File: src/design/brf_pkg.sv
// Shared types and constants for the byte ring FIFO.
// Holds the controller state enum and the controller-to-datapath command bundle.
// No dependencies.
package brf_pkg;

	localparam int BRF_DEPTH    = 256;
	localparam int BRF_CAP_BITS = 9;
	localparam int BRF_QW       = 7;
	localparam int BRF_PCT      = 100;
	localparam int BRF_SW       = 3;

	localparam logic BRF_CMD_PUSH = 1'b0;
	localparam logic BRF_CMD_POP  = 1'b1;

	typedef enum logic [1:0] {
		ST_IDLE,
		ST_EXEC,
		ST_DIV,
		ST_DONE
	} brf_state_t;

	typedef struct packed {
		logic              capture;
		logic              exec;
		logic              div_en;
		logic [BRF_SW-1:0] shift;
		logic              last;
	} brf_cmd_t;

endpackage

File: src/design/brf_ctrl.sv
// Controller state machine for the byte ring FIFO.
// Sequences capture, store access, the seven divide steps and the result strobe.
// Depends on brf_pkg.
module brf_ctrl (
	input  logic              clk,
	input  logic              arst_n,
	input  logic              start,
	output logic              busy,
	output logic              done,
	output brf_pkg::brf_cmd_t cmd
);
	import brf_pkg::*;

	brf_state_t        state_q, state_d;
	logic [BRF_SW-1:0] step_q, step_d;

	always_ff @(posedge clk or negedge arst_n) begin
		if (!arst_n) begin
			state_q <= ST_IDLE;
			step_q  <= '0;
		end else begin
			state_q <= state_d;
			step_q  <= step_d;
		end
	end

	always_comb begin
		state_d     = state_q;
		step_d      = step_q;
		cmd.capture = 1'b0;
		cmd.exec    = 1'b0;
		cmd.div_en  = 1'b0;
		cmd.shift   = step_q;
		cmd.last    = 1'b0;
		busy        = 1'b1;
		done        = 1'b0;
		unique case (state_q)
			ST_IDLE: begin
				busy = 1'b0;
				if (start) begin
					cmd.capture = 1'b1;
					state_d     = ST_EXEC;
				end
			end
			ST_EXEC: begin
				cmd.exec = 1'b1;
				step_d   = BRF_SW'(BRF_QW - 1);
				state_d  = ST_DIV;
			end
			ST_DIV: begin
				cmd.div_en = 1'b1;
				if (step_q == '0) begin
					cmd.last = 1'b1;
					state_d  = ST_DONE;
				end else begin
					step_d = step_q - 1'b1;
				end
			end
			ST_DONE: begin
				// result shows this cycle; a new transfer may start at once
				busy = 1'b0;
				done = 1'b1;
				if (start) begin
					cmd.capture = 1'b1;
					state_d     = ST_EXEC;
				end else begin
					state_d = ST_IDLE;
				end
			end
			default: state_d = ST_IDLE;
		endcase
	end

endmodule

File: src/design/brf_dp.sv
// Datapath of the byte ring FIFO: capacity register, pointers, byte store,
// fill arithmetic and a restoring divider for the load percentage.
// Depends on brf_pkg; driven by brf_ctrl commands.
module brf_dp #(
	parameter int DEPTH = brf_pkg::BRF_DEPTH
) (
	input  logic                           clk,
	input  logic                           arst_n,
	input  brf_pkg::brf_cmd_t              cmd,
	input  logic                           cfg_we,
	input  logic [brf_pkg::BRF_CAP_BITS-1:0] cfg_data,
	input  logic                           command,
	input  logic [7:0]                     data_in,
	output logic [7:0]                     read_data,
	output logic                           read_valid,
	output logic                           write_accepted,
	output logic [7:0]                     fill_level,
	output logic [6:0]                     load_percent
);
	import brf_pkg::*;

	localparam int REG_MAX = (1 << BRF_CAP_BITS) - 1;
	localparam int CAP_MAX = (DEPTH < REG_MAX) ? DEPTH : REG_MAX;
	localparam int CW      = $clog2(CAP_MAX + 1);
	localparam int MAW     = $clog2(CAP_MAX);
	localparam int NW      = $clog2(BRF_PCT * CAP_MAX);
	localparam int DW      = NW + BRF_QW;

	logic [BRF_CAP_BITS-1:0] cap_q;
	logic [CW-1:0]           cap_eff;
	logic [MAW-1:0]          wp_q, rp_q;
	logic                    cmd_q;
	logic [7:0]              din_q;
	logic [7:0]              mem [CAP_MAX];
	logic [7:0]              rd_q;
	logic                    rvalid_q, wacc_q;
	logic [CW-1:0]           fill_q;
	logic [NW-1:0]           rem_q;
	logic [BRF_QW-1:0]       quo_q;

	logic [CW-1:0]  fill_now, fill_new, wp_inc, rp_inc;
	logic           full, empty, do_push, do_pop;
	logic [DW-1:0]  trial, rem_ext, rem_sub;
	logic           take;
	logic [CW+7:0]  fill_wide;

	// clamp the register to the usable range
	always_comb begin
		if (cap_q < BRF_CAP_BITS'(2))
			cap_eff = CW'(2);
		else if (32'(cap_q) > 32'(CAP_MAX))
			cap_eff = CW'(CAP_MAX);
		else
			cap_eff = CW'(cap_q);
	end

	always_comb begin
		if (wp_q >= rp_q)
			fill_now = CW'(wp_q) - CW'(rp_q);
		else
			fill_now = cap_eff + CW'(wp_q) - CW'(rp_q);
		full     = (fill_now == cap_eff - 1'b1);
		empty    = (fill_now == '0);
		do_push  = (cmd_q == BRF_CMD_PUSH) && !full;
		do_pop   = (cmd_q == BRF_CMD_POP) && !empty;
		wp_inc   = CW'(wp_q) + 1'b1;
		rp_inc   = CW'(rp_q) + 1'b1;
		if (do_push)
			fill_new = fill_now + 1'b1;
		else if (do_pop)
			fill_new = fill_now - 1'b1;
		else
			fill_new = fill_now;
	end

	always_ff @(posedge clk or negedge arst_n) begin
		if (!arst_n) begin
			cap_q <= BRF_CAP_BITS'(256);
			wp_q  <= '0;
			rp_q  <= '0;
		end else if (cfg_we) begin
			cap_q <= cfg_data;
			wp_q  <= '0;
			rp_q  <= '0;
		end else if (cmd.exec) begin
			// wrap at the clamped capacity
			if (do_push)
				wp_q <= (wp_inc == cap_eff) ? '0 : wp_inc[MAW-1:0];
			if (do_pop)
				rp_q <= (rp_inc == cap_eff) ? '0 : rp_inc[MAW-1:0];
		end
	end

	always_ff @(posedge clk) begin
		if (cmd.capture) begin
			cmd_q <= command;
			din_q <= data_in;
		end
	end

	always_ff @(posedge clk) begin
		if (cmd.exec && do_push)
			mem[wp_q] <= din_q;
		if (cmd.exec && do_pop)
			rd_q <= mem[rp_q];
	end

	// restoring divide of 100 * fill by capacity, one quotient bit a step
	always_comb begin
		trial   = DW'(cap_eff) << cmd.shift;
		rem_ext = DW'(rem_q);
		take    = (rem_ext >= trial);
		rem_sub = rem_ext - trial;
	end

	always_ff @(posedge clk) begin
		if (cmd.exec) begin
			rvalid_q <= do_pop;
			wacc_q   <= do_push;
			fill_q   <= fill_new;
			rem_q    <= NW'(NW'(fill_new) * NW'(BRF_PCT));
			quo_q    <= '0;
		end else if (cmd.div_en) begin
			if (take)
				rem_q <= rem_sub[NW-1:0];
			quo_q <= {quo_q[BRF_QW-2:0], take};
		end
	end

	assign fill_wide = (CW + 8)'(fill_q);

	always_ff @(posedge clk) begin
		if (cmd.last) begin
			read_data      <= rvalid_q ? rd_q : 8'd0;
			read_valid     <= rvalid_q;
			write_accepted <= wacc_q;
			fill_level     <= fill_wide[7:0];
			load_percent   <= {quo_q[BRF_QW-2:0], take};
		end
	end

endmodule

File: src/design/byte_ring_fifo_with_load.sv
// Top level of the byte ring FIFO with fill level and load percentage.
// Instantiates brf_ctrl and brf_dp; depends on brf_pkg.
//
// Channel    Signals                                              Direction
// command    start, busy, command, data_in                        in
// result     done, read_data, read_valid, write_accepted,         out
//            fill_level, load_percent
// config     cfg_we, cfg_data (capacity)                          in
//
// A command transfers at an edge with start high and busy low. It passes
// through the store access, seven steps of the restoring divider and the
// result cycle, in which its result shows on the result ports with done high
// for one cycle; the next command may transfer at the edge that ends that
// cycle, so the block takes no new command while one is in flight. Reset
// empties the buffer and sets capacity to 256; a capacity write empties it
// too. The receiver cannot stall.
module byte_ring_fifo_with_load #(
	parameter int DEPTH = brf_pkg::BRF_DEPTH
) (
	input  logic                             clk,
	input  logic                             arst_n,
	input  logic                             start,
	output logic                             busy,
	input  logic                             command,
	input  logic [7:0]                       data_in,
	output logic                             done,
	output logic [7:0]                       read_data,
	output logic                             read_valid,
	output logic                             write_accepted,
	output logic [7:0]                       fill_level,
	output logic [6:0]                       load_percent,
	input  logic                             cfg_we,
	input  logic [brf_pkg::BRF_CAP_BITS-1:0] cfg_data
);
	import brf_pkg::*;

	brf_cmd_t cmd;

	brf_ctrl u_ctrl (
		.clk    (clk),
		.arst_n (arst_n),
		.start  (start),
		.busy   (busy),
		.done   (done),
		.cmd    (cmd)
	);

	brf_dp #(
		.DEPTH (DEPTH)
	) u_dp (
		.clk            (clk),
		.arst_n         (arst_n),
		.cmd            (cmd),
		.cfg_we         (cfg_we),
		.cfg_data       (cfg_data),
		.command        (command),
		.data_in        (data_in),
		.read_data      (read_data),
		.read_valid     (read_valid),
		.write_accepted (write_accepted),
		.fill_level     (fill_level),
		.load_percent   (load_percent)
	);

endmodule

File: config.mk
export PLATFORM = sky130hd
export DESIGN_NAME = byte_ring_fifo_with_load
export DESIGN_NICKNAME = d
export VERILOG_FILES = /design/src/design/brf_pkg.sv /design/src/design/brf_ctrl.sv /design/src/design/brf_dp.sv /design/src/design/byte_ring_fifo_with_load.sv
export SDC_FILE = /design/constraint.sdc
export NUM_CORES = 2
export LEC_CHECK = 0
export BUFFER_PORTS_ARGS = -buffer_cell sky130_fd_sc_hd__buf_2
export CAP_MARGIN = 30
export CORE_UTILIZATION = 40
export DETAILED_ROUTE_END_ITERATION = 16
export PLACE_DENSITY = 0.56
export SLEW_MARGIN = 40
export SYNTH_ARGS = -nofsm -noshare
export SYNTH_HDL_FRONTEND = slang
export SYNTH_HIERARCHICAL = 1
export SYNTH_SLANG_ARGS = --single-unit
File: constraint.sdc
create_clock -name clk -period 13.4 [get_ports clk]
set_input_delay 0.67 -clock clk [delete_from_list [all_inputs] [get_ports clk]]
set_output_delay 0.67 -clock clk [all_outputs]
set_load 0.01 [all_outputs]
# Word-level counts from Yosys, hierarchy flattened
# Memory sizes are Yosys's and may differ from the RTL's. A register that Yosys moved wholly into a read port is not among the register bits.
# Cells that the tools add are included.
# op_classes
n_addsub	10
multipliers	1
order_cmp	4
n_eq_ne	9
shifts	1
mux	32
n_bitwise	1
n_reduce_logical	22
# ops
operator	count
8-bit two-way mux	8
15-bit two-way mux	3
9-bit two-way mux	5
9-bit == test	3
15-bit by 22-bit >= comparator with 1-bit output	1
9-bit by 3-bit << shifter with 22-bit output	1
8-bit by 1-bit adder with 9-bit output, second input constant	2
9-bit by 1-bit subtractor with 9-bit output, second input constant	2
15-bit subtractor	1
9-bit by 5-bit multiplier with 13-bit output, second input constant	1
2-bit AND reduction	6
2-bit nonzero test	6
1-bit two-way mux	11
9-bit by 1-bit adder with 9-bit output, second input constant	1
9-bit by 8-bit adder with 9-bit output	1
9-bit > comparator, second input constant	1
9-bit logical NOT	1
9-bit by 2-bit less-than comparator with 1-bit output, second input constant	1
8-bit by 8-bit subtractor with 9-bit output	1
9-bit by 8-bit subtractor with 9-bit output	1
8-bit >= comparator	1
2-bit case mux with 4 select lines	1
3-bit case mux with 2 select lines	1
2-bit == test, second input constant	2
other kinds (12)	18
# totals
reg_bits	95
ram_bits	2048
word_cells	99
mem_count	1
# memory_table
name	words	word_bits	read_ports	rd_clocked_by_memory_dff	write_ports	line_no	rtl
u_dp.mem	256	8	1	1	1	brf_dp.sv:34	logic [7:0] mem [CAP_MAX];

# Depth between registers and ports, before layout
# logic_depth
word_depth	13
depth_mapped	37
mapped_depth_nobuf	30

# Cells and area by module
# Netlist, hierarchy kept.
# by_module_without_submodules
mod	n_inst	cells_each	area_each_um2	seq_area_each_um2
brf_dp	1	4493	87290.0	64237.9
brf_ctrl	1	36	371.6	125.1

# Least setup slack after synthesis
# Ideal clock, no wire load.
# synth_path
path_type	register to register
from	reg u_dp.rp_q[5]
to	reg u_dp.rem_q[14], data pin
setup_ns	0.270
arrival_time_ns	7.179
setup_slack_ns	5.951
path_stages_with_launch	34
n_path_buf	4
period_less_slack_ns	7.449
cell_sequence	dfrtp_1 -> clkbuf_1 -> clkinv_1 -> buf_1 -> ha_1 -> and3_2 -> a221oi_2 -> o21a_4 -> buf_4 -> nor2_1 -> a21o_1 -> inv_1 -> ha_1 -> inv_1 -> nor3_1 -> a32oi_1 -> o41a_1 -> clkbuf_1 -> nand4_1 -> o31a_1 -> xor2_1 -> ha_1 -> ha_1 -> fa_1 -> ha_1 -> a21o_1 -> a21oi_1 -> o21bai_1 -> a21oi_1 -> o21bai_1 -> a21oi_1 -> xnor2_1 -> nand2_1 -> o21ai_0
# synth_via
elab_chain_len	9
# synth_rtl
element	line_no	rtl
start: declaration	brf_dp.sv:31	logic [MAW-1:0] wp_q, rp_q;
start signal: assignment	brf_dp.sv:90	rp_q <= (rp_inc == cap_eff) ? '0 : rp_inc[MAW-1:0];
9-bit by 8-bit subtractor with 9-bit output (tied with other cells)	brf_dp.sv:61	fill_now = cap_eff + CW'(wp_q) - CW'(rp_q);
9-bit two-way mux (*)	brf_dp.sv:58	if (wp_q >= rp_q)
9-bit logical NOT (*)	brf_dp.sv:63	empty = (fill_now == '0);
1-bit logical NOT (*)	brf_dp.sv:65	do_pop = (cmd_q == BRF_CMD_POP) && !empty;
1-bit logical AND (*)	brf_dp.sv:65	
net u_dp.do_pop	brf_dp.sv:42	logic full, empty, do_push, do_pop;
9-bit two-way mux (*)	brf_dp.sv:70	else if (do_pop)
9-bit two-way mux (*)	brf_dp.sv:68	if (do_push)
net u_dp.fill_new[3]	brf_dp.sv:41	logic [CW-1:0] fill_now, fill_new, wp_inc, rp_inc;
9-bit by 5-bit multiplier with 13-bit output (*)	brf_dp.sv:121	rem_q <= NW'(NW'(fill_new) * NW'(BRF_PCT));
15-bit two-way mux (*)	brf_dp.sv:117	if (cmd.exec) begin
end signal: assignment	brf_dp.sv:121	
end signal: assignment	brf_dp.sv:125	rem_q <= rem_sub[NW-1:0];
end: declaration	brf_dp.sv:38	logic [NW-1:0] rem_q;
# Mark *: on every way through the listed nets, which the timed path passes. The rest lies on a longest branch.
# A chain may end at the register's enable or synchronous reset.

# Worst setup path after layout
# layout_path
from	reg u_dp.rp_q[2]
to	reg u_dp.rem_q[14], data pin
# layout_via
elab_chain_len	9
# layout_rtl
element	line_no
9-bit by 8-bit subtractor with 9-bit output (tied with other cells)	brf_dp.sv:61
9-bit two-way mux (*)	brf_dp.sv:58
branches (longest 4 deep; another with 9-bit by 1-bit subtractor with 9-bit output)	--
9-bit two-way mux (*)	brf_dp.sv:68
net u_dp.fill_new[0]	brf_dp.sv:41
9-bit by 5-bit multiplier with 13-bit output (*)	brf_dp.sv:121
15-bit two-way mux (*)	brf_dp.sv:117
# Mark *: on every way through the listed nets, which the timed path passes.

==> impl_metrics.ini <==
[cells_and_area]
fin_nets = 4737
fill_cells = 18300
register_area_sq_um = 64400
area_growth_pct = 12.7
multiInputGateArea_sq_um = 22400
mostFrequentLayoutCell = edfxtp_1
final_cell_mix = 2113 x edfxtp_1, 501 x mux4_2, 249 x mux2i_1
drive_gt1_share_pct = 23.8
reg.largest.list = u_dp/mem x2048, u_dp/rem_q x15, u_dp/cap_q x9
final_cells = 7668
largest-register = u_dp/mem
largest_reg_flops = 2048

[synth]
synth-warning-count = 6
syn-instance-count = 4529
syn_nets = 4640
synth_seq_cells = 2151
avgSynthCellArea_sq_um = 19.4
synthArstFlopShare_pct = 1.39
synth_cell_types = 91
dominantRegCellSynth = edfxtp_1
synth_edf_count = 2113
yosysSeqAreaShare_pct = 73.4
syn_area_sq_um = 87700
yosysTopAreaCellShare_pct = 72.4
yosys.area.top_type = edfxtp_1
synth_area_leaders = edfxtp_1 72%, mux4_2 13%, mux2i_1 2.8%

[global_route]
overflow = 0
grt_pass1_wl_um = 333000
gr-usage-all-layers_pct = 21.0
grt_pass1_vias = 44500
antenna_found_initial = 11
grt_max_degree = 182

[clock_tree]
clock_sinks = 2151
worstSkewPairLatency_ns = 0.86
cts_tree = built
clkTransAtPathRegs_ns = 0.06
numCtsBuffers = 220
cts_max_level = 4
clock-root-buffer = clkbuf_16
cts_resized = 0
clockBufferDepth = 3

[place]
hpwl_um = 145000
place.gp.congestion = 0.891
io_buffers = 48
dpl.cell_count = 7242
pre_cts_ws_ns = 4.88

[sta]
fmax_mhz = 115
setup_violations = 0
worstMarginPinSlew_ns = 0.895
slew_violations = 0
fin_crit_ns = 8.67
finalHoldViolCount = 0
fin_crit_sh_pct = 64.7
fin_ws_ns = 4.73
whs_ns = 0.0733
fin_setup_tns_ns = 0
clock_skew_ns = 0.0436
slew_headroom_pct = 40.1
rsz0062_at_grt = false

[floorplanning]
die_w_um = 470
coreArea_sq_um = 217000
num_rows = 171
die_h_um = 470
die_area_sq_um = 221000
initial_core_util_pct = 40.3
boundaryPins = 49

[power_and_ir_drop]
finalPower_mw = 19.1
p_leak_nw = 29.9
ir_drop_uv = 269
power-per-cell-area_nw_per_um2 = 193

[setup_path]
required_ns = 13.96
worst-setup-path-type = reg2reg
critPathArrivalTime_ns = 9.23
ff2ff_path_depth = 27
cpMostUsedCell = ha_1
slowest_delay_ns = 0.76
critical_path.top_delay_family = compound AO/OA/AOI/OAI gates
critPathLaunchType = register
end_kind = register
ff2ff_setup_slack_ns = 4.73
path_max_fanout = 33
timing.rr.start = u_dp/rp_q[2]
r2r_end = u_dp/rem_q[14]
crit_slowest_cell = dfrtp_4
critPathBufInv = 4

[routing]
vias_per_cell = 5.82
drt-initial-drc-count = 4550
num_vias = 44600
drtPass1Iterations = 6
routed_wl_um = 233000
drc = 0
wire_per_inst_um = 30.4
drtAntennaViolNets = 0

[min_path]
min_from = cfg_data[6]
hp-class = in2reg
hold_end = u_dp/cap_q[6]
hold_depth = 2

[outcome]
outcome = complete, no violations

[job]
cap_violations = 0
[cells in the mapped netlist (7+ instances only)]
master,count
and3_1,7
o31ai_1,7
dfrtp_1,29
xnor2_1,58
nor3_1,30
edfxtp_1,2113
or3_1,8
a21oi_1,109
xor2_1,13
a211oi_1,18
nand2_1,119
fa_1,13
o221ai_1,113
mux2_2,13
nand4_1,8
nor2b_1,15
a21o_1,24
dfxtp_1,8
o22ai_1,69
buf_1,65
nand2b_1,12
buf_2,57
mux4_2,501
ha_1,76
and2_1,28
mux2i_1,249
o21ai_0,44
nor2_1,377
clkinv_1,8
clkbuf_1,133
o21a_1,7
o32ai_1,7
nand3_1,27
inv_1,58
[worst max path at each step]
stage / to / from / cells after the start
finish: u_dp/rem_q[14] / u_dp/rp_q[2] / 27
global route: u_dp/rem_q[14] / u_dp/rp_q[2] / 27
CTS: u_dp/rem_q[14] / u_dp/rp_q[2] / 27
detailed placement: u_dp/rem_q[14] / u_dp/rp_q[2] / 26
global placement: u_dp/rem_q[14] / u_dp/rp_q[2] / 25
floorplan: u_dp/rem_q[14] / u_dp/rp_q[5] / 33
[cells by family after synthesis]
logic type                 after synthesis  synth area share (%)
AOI/OAI and AO/OA                      459                  3.68
xor gates and xnor gates                71                 0.709
adders and majority gates               89                  1.38
buffers and inverters                  324                  1.48
DFF                                   2151                  73.4
muxes                                  767                  16.0
and+or+nand+nor                        668                  3.36
[per-stage QoR]
step	util (%)	instance area, sq um
2_1_floorplan	-	87700
3_3_place_gp	41.9	91000
3_5_place_dp	42.1	91400
4_1_cts	45.3	98400
5_1_grt	45.5	98800
6_report	45.5	98800
[worst reg2reg max path, stage by stage, from the launching register on]
cell      delay (ns)
dfrtp_4         0.76
inv_2           0.78
buf_4           0.62
a21o_1          0.20
ha_1            0.34
a31o_2          0.26
o32ai_1         0.55
mux2i_4         0.17
xnor2_1         0.17
or4_4           0.57
o41ai_4         0.64
buf_4           0.29
inv_2           0.15
nor2_1          0.15
xnor2_1         0.20
ha_1            0.30
ha_1            0.30
ha_1            0.22
fa_1            0.47
a21o_1          0.18
a21oi_1         0.24
o21bai_1        0.10
a21oi_1         0.24
o21bai_1        0.09
a21oi_1         0.17
xnor2_1         0.09
nand2_1         0.06
o21ai_0         0.07
[routing by layer]
layer,up-vias,track usage [%],wire (um)
li1,18800,-,-
met1,23900,29.1,98600
met4,8,7.14,7890
met5,-,0,57
met2,1554,33.1,111000
met3,383,4.06,15300
[report_power, final]
group          leakage [nW]  switching, mW  internal (mW)
Sequential             19.5          0.106           8.04
Combinational          7.05           3.03           2.03
Clock                  3.37           2.57           3.34
[cell type report]
class                           instances  area share (%)
Timing Repair Buffer                  132            1.29
Sequential cell                      2151            65.1
Tap cell                             2854            3.61
Clock inverter                        131            1.16
Antenna cell                            5          0.0127
Clock buffer                          274            5.81
Inverter                               67           0.262
Multi-Input combinational cell       2054            22.7
[repair_timing]
item,4_1_cts,5_1_grt
setup buffers,0,0
endpoints found under the setup margin,0,0
endpoints found under the hold margin,38,0
hold buffers,10,0
No activity file was read; power rests on OpenSTA's default activity.
